## src/ipv4dd_pkg.sv

```systemverilog
`timescale 1ns / 1ps

package ipv4dd_pkg;

    localparam int CHAR_W   = 8;
    localparam int ACC_W    = 9;
    localparam int IDX_W    = 2;
    localparam int ADDR_W   = 32;
    localparam int PART_W   = 24;
    localparam int STATUS_W = 2;

    localparam logic [ACC_W-1:0]  ACC_SAT    = 9'd256;
    localparam logic [IDX_W-1:0]  LAST_OCTET = 2'd3;

    localparam logic [CHAR_W-1:0] CHAR_ZERO = 8'h30;
    localparam logic [CHAR_W-1:0] CHAR_NINE = 8'h39;
    localparam logic [CHAR_W-1:0] CHAR_DOT  = 8'h2e;

    localparam logic [STATUS_W-1:0] STATUS_OK       = 2'd0;
    localparam logic [STATUS_W-1:0] STATUS_BAD_CHAR = 2'd1;
    localparam logic [STATUS_W-1:0] STATUS_RANGE    = 2'd2;

    typedef struct packed {
        logic [IDX_W-1:0]  octet_index;
        logic [ACC_W-1:0]  octet_acc;
        logic [PART_W-1:0] partial_addr;
        logic              finished;
    } parse_state_t;

    typedef struct packed {
        logic [ADDR_W-1:0]   address;
        logic [STATUS_W-1:0] status;
    } result_t;

endpackage

```

## src/ipv4dd_step.sv

```systemverilog
`timescale 1ns / 1ps

module ipv4dd_step (
    input  ipv4dd_pkg::parse_state_t          state_cur,
    input  logic [ipv4dd_pkg::CHAR_W-1:0]     ch,
    input  logic                              first,
    output ipv4dd_pkg::parse_state_t          state_next,
    output logic                              emit,
    output ipv4dd_pkg::result_t               result
);
    import ipv4dd_pkg::*;

    parse_state_t      st;
    logic              is_digit;
    logic              ends_octet;
    logic [3:0]        digit;
    logic [ACC_W+2:0]  acc_sum;   // acc*10 + digit, at most 2569

    always_comb begin
        // a first flag clears the parser before the character is looked at
        if (first) begin
            st.octet_index  = '0;
            st.octet_acc    = '0;
            st.partial_addr = '0;
            st.finished     = 1'b0;
        end else begin
            st = state_cur;
        end

        is_digit   = (ch >= CHAR_ZERO) && (ch <= CHAR_NINE);
        digit      = 4'(ch - CHAR_ZERO);
        acc_sum    = ({3'b000, st.octet_acc} << 3) + ({3'b000, st.octet_acc} << 1)
                     + {8'd0, digit};
        ends_octet = ((st.octet_index != LAST_OCTET) && (ch == CHAR_DOT))
                     || (st.octet_index == LAST_OCTET);

        state_next     = st;
        emit           = 1'b0;
        result.address = '0;
        result.status  = STATUS_OK;

        priority if (st.finished) begin
            state_next = st;
        end else if (is_digit) begin
            state_next.octet_acc = (acc_sum >= {3'b000, ACC_SAT}) ? ACC_SAT
                                                                  : acc_sum[ACC_W-1:0];
        end else if (ends_octet) begin
            priority if (st.octet_acc >= ACC_SAT) begin
                emit                 = 1'b1;
                result.status        = STATUS_RANGE;
                state_next.finished  = 1'b1;
            end else if (st.octet_index == LAST_OCTET) begin
                emit                 = 1'b1;
                result.address       = {st.partial_addr, st.octet_acc[7:0]};
                state_next.finished  = 1'b1;
            end else begin
                state_next.partial_addr = {st.partial_addr[PART_W-9:0], st.octet_acc[7:0]};
                state_next.octet_index  = st.octet_index + 1'b1;
                state_next.octet_acc    = '0;
            end
        end else begin
            emit                = 1'b1;
            result.status       = STATUS_BAD_CHAR;
            state_next.finished = 1'b1;
        end
    end

endmodule

```

## src/ipv4dd_out_reg.sv

```systemverilog
`timescale 1ns / 1ps

module ipv4dd_out_reg (
    input  logic                  aclk,
    input  logic                  aresetn,
    input  logic                  load,
    input  ipv4dd_pkg::result_t   load_data,
    output logic                  busy,
    output logic                  m_valid,
    input  logic                  m_ready,
    output ipv4dd_pkg::result_t   m_data
);
    import ipv4dd_pkg::*;

    logic    valid_reg;
    logic    valid_next;
    result_t data_reg;

    // slot is free when empty or when the word leaves this cycle
    assign busy       = valid_reg && !m_ready;
    assign valid_next = load ? 1'b1 : (valid_reg && !m_ready);

    always_ff @(posedge aclk) begin
        if (!aresetn) begin
            valid_reg <= 1'b0;
        end else begin
            valid_reg <= valid_next;
        end
    end

    always_ff @(posedge aclk) begin
        if (load) begin
            data_reg <= load_data;
        end
    end

    assign m_valid = valid_reg;
    assign m_data  = data_reg;

endmodule

```

## src/ipv4_dotted_decimal_parser.sv

```systemverilog
`timescale 1ns / 1ps

// Streaming dotted-decimal IPv4 parser.
// Input words carry one character each: s_tdata[7:0] is the byte, s_tuser
// flags the first character of a new address string and restarts the parser.
// Digits build each octet; a dot closes octets one to three, any non-digit
// closes the fourth. At most one result word goes out per string, when the
// fourth octet closes or on the first error, and later characters are
// dropped until the next first flag. A result word holds the address on
// m_tdata (first octet in bits 31:24, zero on error) and the status on
// m_tuser (0 ok, 1 bad character, 2 octet above 255).
// Throughput is one character per cycle unless the result register is held:
// the per-character work is one multiply-by-ten add and a few compares
// between the input register and the result register. An accepted closing
// character passes the input register, then the result register, before
// m_tvalid rises. With m_tready low and a result pending, the input register
// keeps one more character and s_tready drops until the result word is taken.
// Reset empties both registers, leaving the parser waiting for a first flag.
module ipv4_dotted_decimal_parser (
    input  logic        aclk,
    input  logic        aresetn,
    input  logic        s_tvalid,
    output logic        s_tready,
    input  logic [7:0]  s_tdata,   // [7:0] ch
    input  logic        s_tuser,   // [0] first
    output logic        m_tvalid,
    input  logic        m_tready,
    output logic [31:0] m_tdata,   // [31:0] address
    output logic [1:0]  m_tuser    // [1:0] status
);
    import ipv4dd_pkg::*;

    logic              in_valid_reg;
    logic              in_valid_next;
    logic [CHAR_W-1:0] in_ch_reg;
    logic              in_first_reg;

    parse_state_t      state_reg;
    parse_state_t      state_next;
    parse_state_t      state_step;

    logic              step_emit;
    result_t           step_result;
    logic              out_busy;
    logic              advance;
    result_t           out_data;

    assign advance       = in_valid_reg && !out_busy;
    assign s_tready      = !in_valid_reg || advance;
    assign in_valid_next = (s_tvalid && s_tready) ? 1'b1 : (in_valid_reg && !advance);
    assign state_next    = advance ? state_step : state_reg;

    always_ff @(posedge aclk) begin
        if (!aresetn) begin
            in_valid_reg           <= 1'b0;
            state_reg.octet_index  <= '0;
            state_reg.octet_acc    <= '0;
            state_reg.partial_addr <= '0;
            state_reg.finished     <= 1'b1;
        end else begin
            in_valid_reg <= in_valid_next;
            state_reg    <= state_next;
        end
    end

    always_ff @(posedge aclk) begin
        if (s_tvalid && s_tready) begin
            in_ch_reg    <= s_tdata;
            in_first_reg <= s_tuser;
        end
    end

    ipv4dd_step u_step (
        .state_cur  (state_reg),
        .ch         (in_ch_reg),
        .first      (in_first_reg),
        .state_next (state_step),
        .emit       (step_emit),
        .result     (step_result)
    );

    ipv4dd_out_reg u_out (
        .aclk      (aclk),
        .aresetn   (aresetn),
        .load      (advance && step_emit),
        .load_data (step_result),
        .busy      (out_busy),
        .m_valid   (m_tvalid),
        .m_ready   (m_tready),
        .m_data    (out_data)
    );

    assign m_tdata = out_data.address;
    assign m_tuser = out_data.status;

endmodule

```

## config.mk

```make
export PLATFORM = sky130hd
export DESIGN_NAME = ipv4_dotted_decimal_parser
export DESIGN_NICKNAME = d
export VERILOG_FILES = /design/src/ipv4dd_pkg.sv /design/src/ipv4dd_step.sv /design/src/ipv4dd_out_reg.sv /design/src/ipv4_dotted_decimal_parser.sv
export SDC_FILE = /design/constraint.sdc
export NUM_CORES = 1
export LEC_CHECK = 0
export BUFFER_PORTS_ARGS = -buffer_cell sky130_fd_sc_hd__buf_2
export CORE_MARGIN = 5
export CORE_UTILIZATION = 61
export CTS_BUF_LIST = sky130_fd_sc_hd__clkbuf_16
export DETAILED_ROUTE_END_ITERATION = 12
export PLACE_DENSITY = 0.86
export REMOVE_ABC_BUFFERS = 1
export SETUP_SLACK_MARGIN = 0.4
export SYNTH_ARGS = -nofsm -noshare
export SYNTH_HDL_FRONTEND = slang
export SYNTH_SLANG_ARGS = --single-unit
```

## constraint.sdc

```tcl
create_clock -name aclk -period 5.41 [get_ports aclk]
set_input_delay 0.2705 -clock aclk [delete_from_list [all_inputs] [get_ports aclk]]
set_output_delay 0.2705 -clock aclk [all_outputs]
set_load 0.02 [all_outputs]
```

==> impl_table.tex, run 1 <==
\begin{tabular}{lr}
\hline
Metric & Value \\
\hline
\multicolumn{2}{l}{\textbf{Route}} \\
\quad Via-per-instance ratio & about 5.9 \\
\quad First-iteration detailed-routing DRC count & roughly 140 \\
\quad Antenna violation net count after detailed routing & 0 \\
\quad Total via count in the routed design & approximately 2,600 \\
\quad Detailed-route wire length & $\sim$7.1 mm \\
\quad Number of design rule violations left after detail routing & 0 \\
\quad Wire length per cell after detailed routing & 15.85 um \\
\quad First-pass iteration count of the detailed router & 4 \\
\multicolumn{2}{l}{\textbf{Timing}} \\
\quad Final period demand of the worst path & 3.609 ns \\
\quad Hold Vio Cnt, Final & 0 \\
\quad Final number of max-transition violations & 0 \\
\quad Setup repair after global routing missed its margin & false \\
\quad Worst Skew & 0.007075 ns \\
\quad Total of endpoints with negative setup slack in the final report & 0 \\
\quad Period utilization & 66.70\% \\
\quad Total negative setup slack & 0 ns \\
\quad Transition at the pin with the smallest max-transition slack & 1.118 ns \\
\quad Highest Clock Rate & approximately 0.28 GHz \\
\quad Tightest slew margin relative to the limit & roughly 25\% \\
\multicolumn{2}{l}{\textbf{Synth}} \\
\quad Async SR Flop Fraction & 0\% \\
\quad Sequential share of the synthesized area & between 50\% and 60\% \\
\quad Cell count after synthesis & approximately 320 \\
\quad EDFF count, synth & 43 \\
\quad Total standard cell area after synthesis & 3661 um2 \\
\quad Register bit count reported by yosys & between 80 and 90 \\
\quad Synthesis Warnings & 0 \\
\quad Leading register cell type out of synthesis & edfxtp\_1 \\
\quad Post-Syn Area per Cell & 11.37 um2 \\
\quad Number of unique standard cell types used by synthesis & 46 \\
\multicolumn{2}{l}{\textbf{Floorplan}} \\
\quad Initial standard-cell utilization of the core & 62.20\% \\
\quad Floorplan row count & 28 \\
\quad Boundary pin count & around 50 \\
\quad Die Y-Extent & a little under 90 um \\
\quad Std-Cell Core Area & 5886 um2 \\
\quad Die span in x & 87.47 um \\
\quad Full die area & 7651 um2 \\
\multicolumn{2}{l}{\textbf{Placement}} \\
\quad Gp weighted congestion & 0.9138 \\
\quad HPWL Detailed & 5.026 mm \\
\quad Number of port buffers & 48 \\
\quad Placed instance area & 3960 um2 \\
\multicolumn{2}{l}{\textbf{GRT}} \\
\quad Number of global-route vias before repair & 2,572 \\
\quad Maximum number of pins on one net before global-route repair & 36 \\
\quad All-layer global routing usage & 20.57\% \\
\quad First-pass GRT wire length & 12.10 mm \\
\quad Total grt overflow & 0 \\
\quad Initial antenna violation count & 0 \\
\multicolumn{2}{l}{\textbf{Pwr}} \\
\quad Net Switching & approximately 280 uW \\
\quad Sw frac & 21.65\% \\
\quad Combinational share of power & 5.9\% \\
\quad Clock power share & 42.8\% \\
\quad Worst IR drop on VDD & 216.3 uV \\
\quad Internal power contribution & 1021 uW \\
\quad Leakage & 0.001775 uW \\
\quad PD cells & 307.1 nW/um2 \\
\quad Sequential power share & about half \\
\multicolumn{2}{l}{\textbf{Critical path}} \\
\quad Critical Path Source Type & flop \\
\quad Arrival time worst endpoint & 3.86 ns \\
\quad Crit path largest cell delay & 0.64 ns \\
\quad Reg2reg path depth & 11 \\
\quad R2r setup slk & 1.80 ns \\
\quad Kind of critical path & reg -> reg \\
\quad Crit path max-delay cell type & edfxtp\_1 \\
\quad CP Cell Sequence & nand2b\_1 > inv\_1 > fa\_1 > inv\_1 > fa\_1 > nand2b\_1 > a21oi\_1 > o221ai\_1 > a211oi\_4 > a41oi\_1 > a21oi\_1 \\
\quad Worst Setup End Kind & flop \\
\quad Required time worst endpoint & approximately 5.7 ns \\
\quad Startpoint of the most critical register-to-register path & in\_first\_reg \\
\quad Gate family responsible for the most delay along the worst path & compound AO/OA/AOI/OAI gates \\
\quad Critical-path maximum fanout & 16 \\
\quad Critical path buffers and inverters & 2 \\
\quad Reg-to-reg endpoint & state\_reg[30] \\
\multicolumn{2}{l}{\textbf{Clock network}} \\
\quad Worst-path clk slew & 0.06 ns \\
\quad Number of CTS-inserted buffers & 9 \\
\quad Clock sink total & 81 \\
\quad Clock tree from TritonCTS & done \\
\quad Deepest clock path buffer count & 2 \\
\quad Buffer count from post-CTS setup fixing & 0 \\
\quad Hold buffer count at CTS & 0 \\
\quad Insertion delay of the later-clocked pin in the worst-skew pair & 0.33 ns \\
\quad Root Buffer Master & clkbuf\_16 \\
\quad Depth of the CTS H-tree & 3 \\
\quad Number of instances resized during post-cts repair & 0 \\
\multicolumn{2}{l}{\textbf{Final layout}} \\
\quad Number of antenna diodes & 0 \\
\quad Fraction of layout instances using a drive strength above 1 & 19.73\% \\
\quad Flip-flop count of the largest register after layout & 36 \\
\quad Final core utilization & $\sim$72\% \\
\quad Layout net count & between 400 and 500 \\
\quad Layout overhead on the synthesized area & 15.93\% \\
\quad Finished Cell Area & approximately 4200 um2 \\
\multicolumn{2}{l}{\textbf{Hold path}} \\
\quad Hold Crit Class & in -> reg \\
\quad Beginning of the worst hold path & s\_tdata[5] \\
\quad Number of instances on the worst hold path & 1 \\
\quad Worst hold path endpoint & in\_ch\_reg[5] \\
\multicolumn{2}{l}{\textbf{Run status}} \\
\quad Status & finished, final reports clean \\
\multicolumn{2}{l}{\textbf{Run}} \\
\quad Count of maximum capacitance violations & 0 \\
\hline
\end{tabular}
==> through the flow <==
stage | total power, uW | cells | setup slack [ns] | hold slack, ns
after floorplan | 732.0 | 311 | 2.365 | 0.3594
after global placement | 755.1 | 434 | 2.072 | 0.4469
after detailed placement | 757.6 | 434 | 1.915 | 0.4486
after CTS | 1310 | 450 | 1.830 | 0.1070
after global routing | 1352 | 450 | 1.497 | 0.1051
final | 1303 | 450 | 1.801 | 0.1124
==> routing by layer <==
metal	track usage [%]	wire length (um)	vias to the layer above
met4	8.926	144	0
met5	0	0	-
met2	33.42	3527	91
met1	26.10	2991	1250
li1	-	-	1285
met3	4.920	472	16
==> worst register-to-register path, cell delays in order, from the launching register on <==
cell and delay (ns):
edfxtp_1 0.64, nand2b_1 0.24, inv_1 0.10, fa_1 0.54, inv_1 0.07, fa_1 0.46, nand2b_1 0.20, a21oi_1 0.21
o221ai_1 0.21, a211oi_4 0.47, a41oi_1 0.20, a21oi_1 0.19
==> kinds of logic (layout without fill, tap and decap cells) <==
logic type                 after synthesis  count (layout)  synth area share, %
AOI/OAI and AO/OA                       85              85                17.05
DFF                                     81              81                56.05
muxes                                    1               1               0.2734
adders and majority gates               19              19                6.904
xor gates and xnor gates                 5               5                1.196
buffers and inverters                   25              78                2.734
and+or+nand+nor                        106             106                15.79
==> cells in the final DEF (no fill, tap or decap), drive strengths merged, types with 2 or more instances in the layout <==
master / synthesis / routed
a211oi: 3 / 3
a21o: 2 / 2
a21oi: 20 / 20
a22o: 16 / 16
a41oi: 8 / 8
and2: 28 / 28
buf: 3 / 48
clkbuf: 8 / 10
clkinv: 0 / 4
dfxtp: 38 / 38
edfxtp: 43 / 43
fa: 2 / 2
ha: 17 / 17
inv: 14 / 15
nand2: 12 / 12
nand2b: 15 / 15
nand3: 4 / 4
nand4: 2 / 2
nor2: 28 / 28
nor2b: 6 / 6
nor3: 3 / 3
o211ai: 5 / 5
o21a: 2 / 2
o21ai: 12 / 12
o2bb2ai: 8 / 8
or2: 2 / 2
xnor2: 5 / 5
==> power by group through the flow <==
| stage | Clock [uW] | Combinational, uW | Sequential, uW |
|---|---|---|---|
| finish | 558 | 76.6 | 669 |
| global route | 597 | 84.3 | 670 |
| CTS | 564 | 76.7 | 669 |
| detailed placement | 0 | 75.8 | 682 |
| global placement | 0 | 74.0 | 681 |
| floorplan | 0 | 43.9 | 688 |
==> synthesized netlist by cell type (all sizes together), types with 6 or more instances <==
cell type	n	area, um2
a41oi	8	70.07
edfxtp	43	1291
a21oi	20	100.1
dfxtp	38	760.7
a22o	16	140.1
nor2	28	110.1
inv	14	52.55
and2	28	175.2
nand2	12	45.04
ha	17	212.7
nand2b	15	93.84
nor2b	6	37.54
clkbuf	8	30.03
o21ai	12	60.06
o2bb2ai	8	70.07
==> area by class of cell <==
class | instances | area [um2]
Tap cell | 75 | 93.84
Sequential cell | 81 | 2052
Clock inverter | 6 | 33.78
Inverter | 14 | 52.55
Multi-Input combinational cell | 216 | 1521
Timing Repair Buffer | 48 | 240.2
Fill cell | 421 | 1642
Clock buffer | 10 | 250.2
==> how the worst max path moves through the flow <==
stage / start / end / slack, ns / cells past startpoint
finish: in_first_reg / state_reg[30] / 1.80 / 11
CTS: in_first_reg / state_reg[25] / 1.83 / 11
global placement: in_first_reg / state_reg[32] / 2.07 / 11
global route: in_first_reg / state_reg[27] / 1.50 / 11
detailed placement: in_first_reg / state_reg[25] / 1.91 / 11
floorplan: in_first_reg / state_reg[29] / 2.36 / 11
(Power assumes the default switching activity.)
==> run 2, diff against run 1 <==
CORE_UTILIZATION = 52   (was 61)
PLACE_DENSITY = 0.78   (was 0.86)
clock period = 3 ns   (was 5.41 ns; I/O delays follow)
==> impl_table.tex, run 2 (synthesis gave the netlist of run 1 again) <==
\begin{tabular}{lr}
\hline
Metric & Value \\
\hline
\multicolumn{2}{l}{\textbf{GRT}} \\
\quad Number of global-route vias before repair & 2,669 (was 2,572) \\
\quad All-layer global routing usage & 19.05\% (was 20.57\%) \\
\quad Total grt overflow & 0 (unchanged) \\
\quad Maximum number of pins on one net before global-route repair & 36 (unchanged) \\
\quad First-pass GRT wire length & 13.00 mm (was 12.10 mm) \\
\quad Initial antenna violation count & 0 (unchanged) \\
\multicolumn{2}{l}{\textbf{Critical path}} \\
\quad Critical-path maximum fanout & 6 (was 16) \\
\quad Worst Setup End Kind & flop (unchanged) \\
\quad Reg2reg path depth & 12 (was 11) \\
\quad Reg-to-reg endpoint & state\_reg[33] (was state\_reg[30]) \\
\quad Required time worst endpoint & 3.22 ns (was 5.67 ns) \\
\quad R2r setup slk & 0.05 ns (was 1.80 ns) \\
\quad Crit path largest cell delay & 0.54 ns (was 0.64 ns) \\
\quad Gate family responsible for the most delay along the worst path & simple AND/OR/NAND/NOR gates (was compound AO/OA/AOI/OAI gates) \\
\quad Kind of critical path & reg -> reg (unchanged) \\
\quad CP Cell Sequence & buf\_4 > nand2b\_1 > inv\_2 > ha\_1 > ha\_4 > o211ai\_2 > a21oi\_2 > or4\_4 > a211oi\_4 > buf\_2 > and3\_1 > a21oi\_1 (was nand2b\_1 > inv\_1 > fa\_1 > inv\_1 > fa\_1 > nand2b\_1 > a21oi\_1 > o221ai\_1 > a211oi\_4 > a41oi\_1 > a21oi\_1) \\
\quad Critical path buffers and inverters & 3 (was 2) \\
\quad Crit path max-delay cell type & or4\_4 (was edfxtp\_1) \\
\quad Arrival time worst endpoint & 3.16 ns (was 3.86 ns) \\
\quad Startpoint of the most critical register-to-register path & in\_first\_reg (unchanged) \\
\quad Critical Path Source Type & flop (unchanged) \\
\multicolumn{2}{l}{\textbf{Final layout}} \\
\quad Commonest cells after routing, fill and taps aside & 49 x buf\_2, 43 x edfxtp\_1, 38 x dfxtp\_1, 33 x buf\_4, 28 x and2\_1 (was 48 x buf\_2, 43 x edfxtp\_1, 38 x dfxtp\_1, 28 x and2\_1, 25 x nor2\_1) \\
\quad Layout overhead on the synthesized area & 30.55\% (was 15.93\%) \\
\quad Flip-flop count of the largest register after layout & 36 (unchanged) \\
\quad Fraction of layout instances using a drive strength above 1 & 30.95\% (was 19.73\%) \\
\quad Number of antenna diodes & 0 (unchanged) \\
\quad Count of placed standard cells in the final layout, fillers left out & 516 (was 450) \\
\quad Layout net count & 447 (was 402) \\
\quad Most frequent standard cell in the layout excluding fill and tap cells & buf\_2 (unchanged) \\
\multicolumn{2}{l}{\textbf{Floorplan}} \\
\quad Die span in x & 93.91 um (was 87.47 um) \\
\quad Boundary pin count & 49 (unchanged) \\
\quad Initial standard-cell utilization of the core & 53.59\% (was 62.20\%) \\
\quad Std-Cell Core Area & 6832 um2 (was 5886 um2) \\
\quad Die Y-Extent & 93.91 um (was 87.47 um) \\
\quad Full die area & 8818 um2 (was 7651 um2) \\
\quad Floorplan row count & 30 (was 28) \\
\multicolumn{2}{l}{\textbf{Clock network}} \\
\quad Deepest clock path buffer count & 2 (unchanged) \\
\quad Worst-path clk slew & 0.06 ns (about the same) \\
\quad Number of CTS-inserted buffers & 9 (unchanged) \\
\quad Clock sink total & 81 (unchanged) \\
\quad Insertion delay of the later-clocked pin in the worst-skew pair & 0.33 ns (about the same) \\
\quad Root Buffer Master & clkbuf\_16 (unchanged) \\
\quad Clock tree from TritonCTS & done (unchanged) \\
\quad Buffer count from post-CTS setup fixing & 0 (unchanged) \\
\quad Depth of the CTS H-tree & 3 (unchanged) \\
\multicolumn{2}{l}{\textbf{Pwr}} \\
\quad Worst IR drop on VDD & 336.4 uV (was 216.3 uV) \\
\quad PD cells & 534.6 nW/um2 (was 307.1 nW/um2) \\
\quad Leakage & 0.002026 uW (was 0.001775 uW) \\
\quad Total chip power & 2555 uW (was 1303 uW) \\
\multicolumn{2}{l}{\textbf{Hold path}} \\
\quad Number of instances on the worst hold path & 3 (was 1) \\
\quad Worst hold path endpoint & in\_valid\_reg (was in\_ch\_reg[5]) \\
\quad Hold Crit Class & in -> reg (unchanged) \\
\quad Beginning of the worst hold path & s\_tvalid (was s\_tdata[5]) \\
\multicolumn{2}{l}{\textbf{Route}} \\
\quad Antenna violation net count after detailed routing & 0 (unchanged) \\
\quad Wire length per cell after detailed routing & 15.20 um (was 15.85 um) \\
\quad Via-per-instance ratio & 5.446 (was 5.871) \\
\quad Total via count in the routed design & 2,810 (was 2,642) \\
\quad Detailed-route wire length & 7.843 mm (was 7.134 mm) \\
\quad Number of design rule violations left after detail routing & 0 (unchanged) \\
\quad First-pass iteration count of the detailed router & 5 (was 4) \\
\quad First-iteration detailed-routing DRC count & 265 (was 137) \\
\multicolumn{2}{l}{\textbf{Timing}} \\
\quad Transition at the pin with the smallest max-transition slack & 1.011 ns (was 1.118 ns) \\
\quad Hold Vio Cnt, Final & 0 (unchanged) \\
\quad Highest Clock Rate & 0.3394 GHz (was 0.2771 GHz) \\
\quad Setup repair after global routing missed its margin & true (was false) \\
\quad Worst Skew & 0.007911 ns (was 0.007075 ns) \\
\quad Total of endpoints with negative setup slack in the final report & 0 (unchanged) \\
\quad Final period demand of the worst path & 2.946 ns (was 3.609 ns) \\
\quad Period utilization & 98.21\% (was 66.70\%) \\
\quad Final number of max-transition violations & 0 (unchanged) \\
\quad Total negative setup slack & 0 ns (unchanged) \\
\quad Tightest slew margin relative to the limit & 32.26\% (was 25.08\%) \\
\multicolumn{2}{l}{\textbf{Placement}} \\
\quad Gp weighted congestion & 0.8821 (was 0.9138) \\
\quad HPWL Detailed & 5.229 mm (was 5.026 mm) \\
\quad Number of placed instances with taps included & 490 (was 434) \\
\quad Number of port buffers & 48 (unchanged) \\
\multicolumn{2}{l}{\textbf{Run status}} \\
\quad Status & finished, final reports clean (unchanged) \\
\multicolumn{2}{l}{\textbf{Run}} \\
\quad Count of maximum capacitance violations & 0 (unchanged) \\
\hline
\end{tabular}
[run 2: report_power, final]
| part | switching (uW) | internal (uW) |
|---|---|---|
| clock | 438 | 730 |
| combinational | 103 | 81.3 |
| sequential | 13.1 | 1190 |
[run 2: what timing repair did]
item                                    4_1_cts  5_1_grt
endpoints found under the setup margin        9        9
hold endpoints to repair                      9        0
hold buffers                                  9        0
pin swaps                                     4        4
resized for setup                            19        2
cloned                                        1        0
[run 2: worst max-delay path by stage]
stage	start	end	slack [ns]	depth (start not counted)
after detailed placement	in_first_reg	state_reg[31]	-0.03	12
final	in_first_reg	state_reg[33]	0.05	12
after global placement	in_first_reg	state_reg[33]	0.10	12
after floorplan	in_first_reg	state_reg[29]	-0.05	11
after global routing	in_first_reg	state_reg[29]	-0.04	12
after CTS	in_first_reg	state_reg[33]	0.06	12
[run 2: tightest hold or removal path: cells and delay by family]
family	cells	cell delay [ns]
buffers and inverters	1	0.08
AND/OR/NAND/NOR	1	0.09
AO/OA/AOI/OAI	1	0.03
[run 2: area by class of cell]
cell class / instances / area (um2)
clock buffer: 9 / 225.2
clock inverter: 7 / 95.09
fill: 513 / 2052
inverter: 14 / 52.55
multi-input combinational: 216 / 1629
sequential: 81 / 2052
tap: 96 / 120.1
timing repair buffer: 93 / 605.6
[run 2: metrics by stage]
step	setup slack (ns)	util, %	cell area (um2)	hold slack (ns)
finish	0.05382	69.96	4780	0.06609
global route	-0.04366	69.96	4780	0.08100
CTS	0.06392	69.96	4780	0.06037
detailed placement	-0.03421	62.20	4249	0.3281
global placement	0.1030	62.20	4249	0.3259
floorplan	-0.04521	-	3613	0.2389
[run 2: routing by layer]
layer / routed length (um) / GRT usage [%]
met1: 3407 / 24.38
met2: 3756 / 31.76
met3: 515 / 3.846
met4: 164 / 7.220
met5: 0 / 0
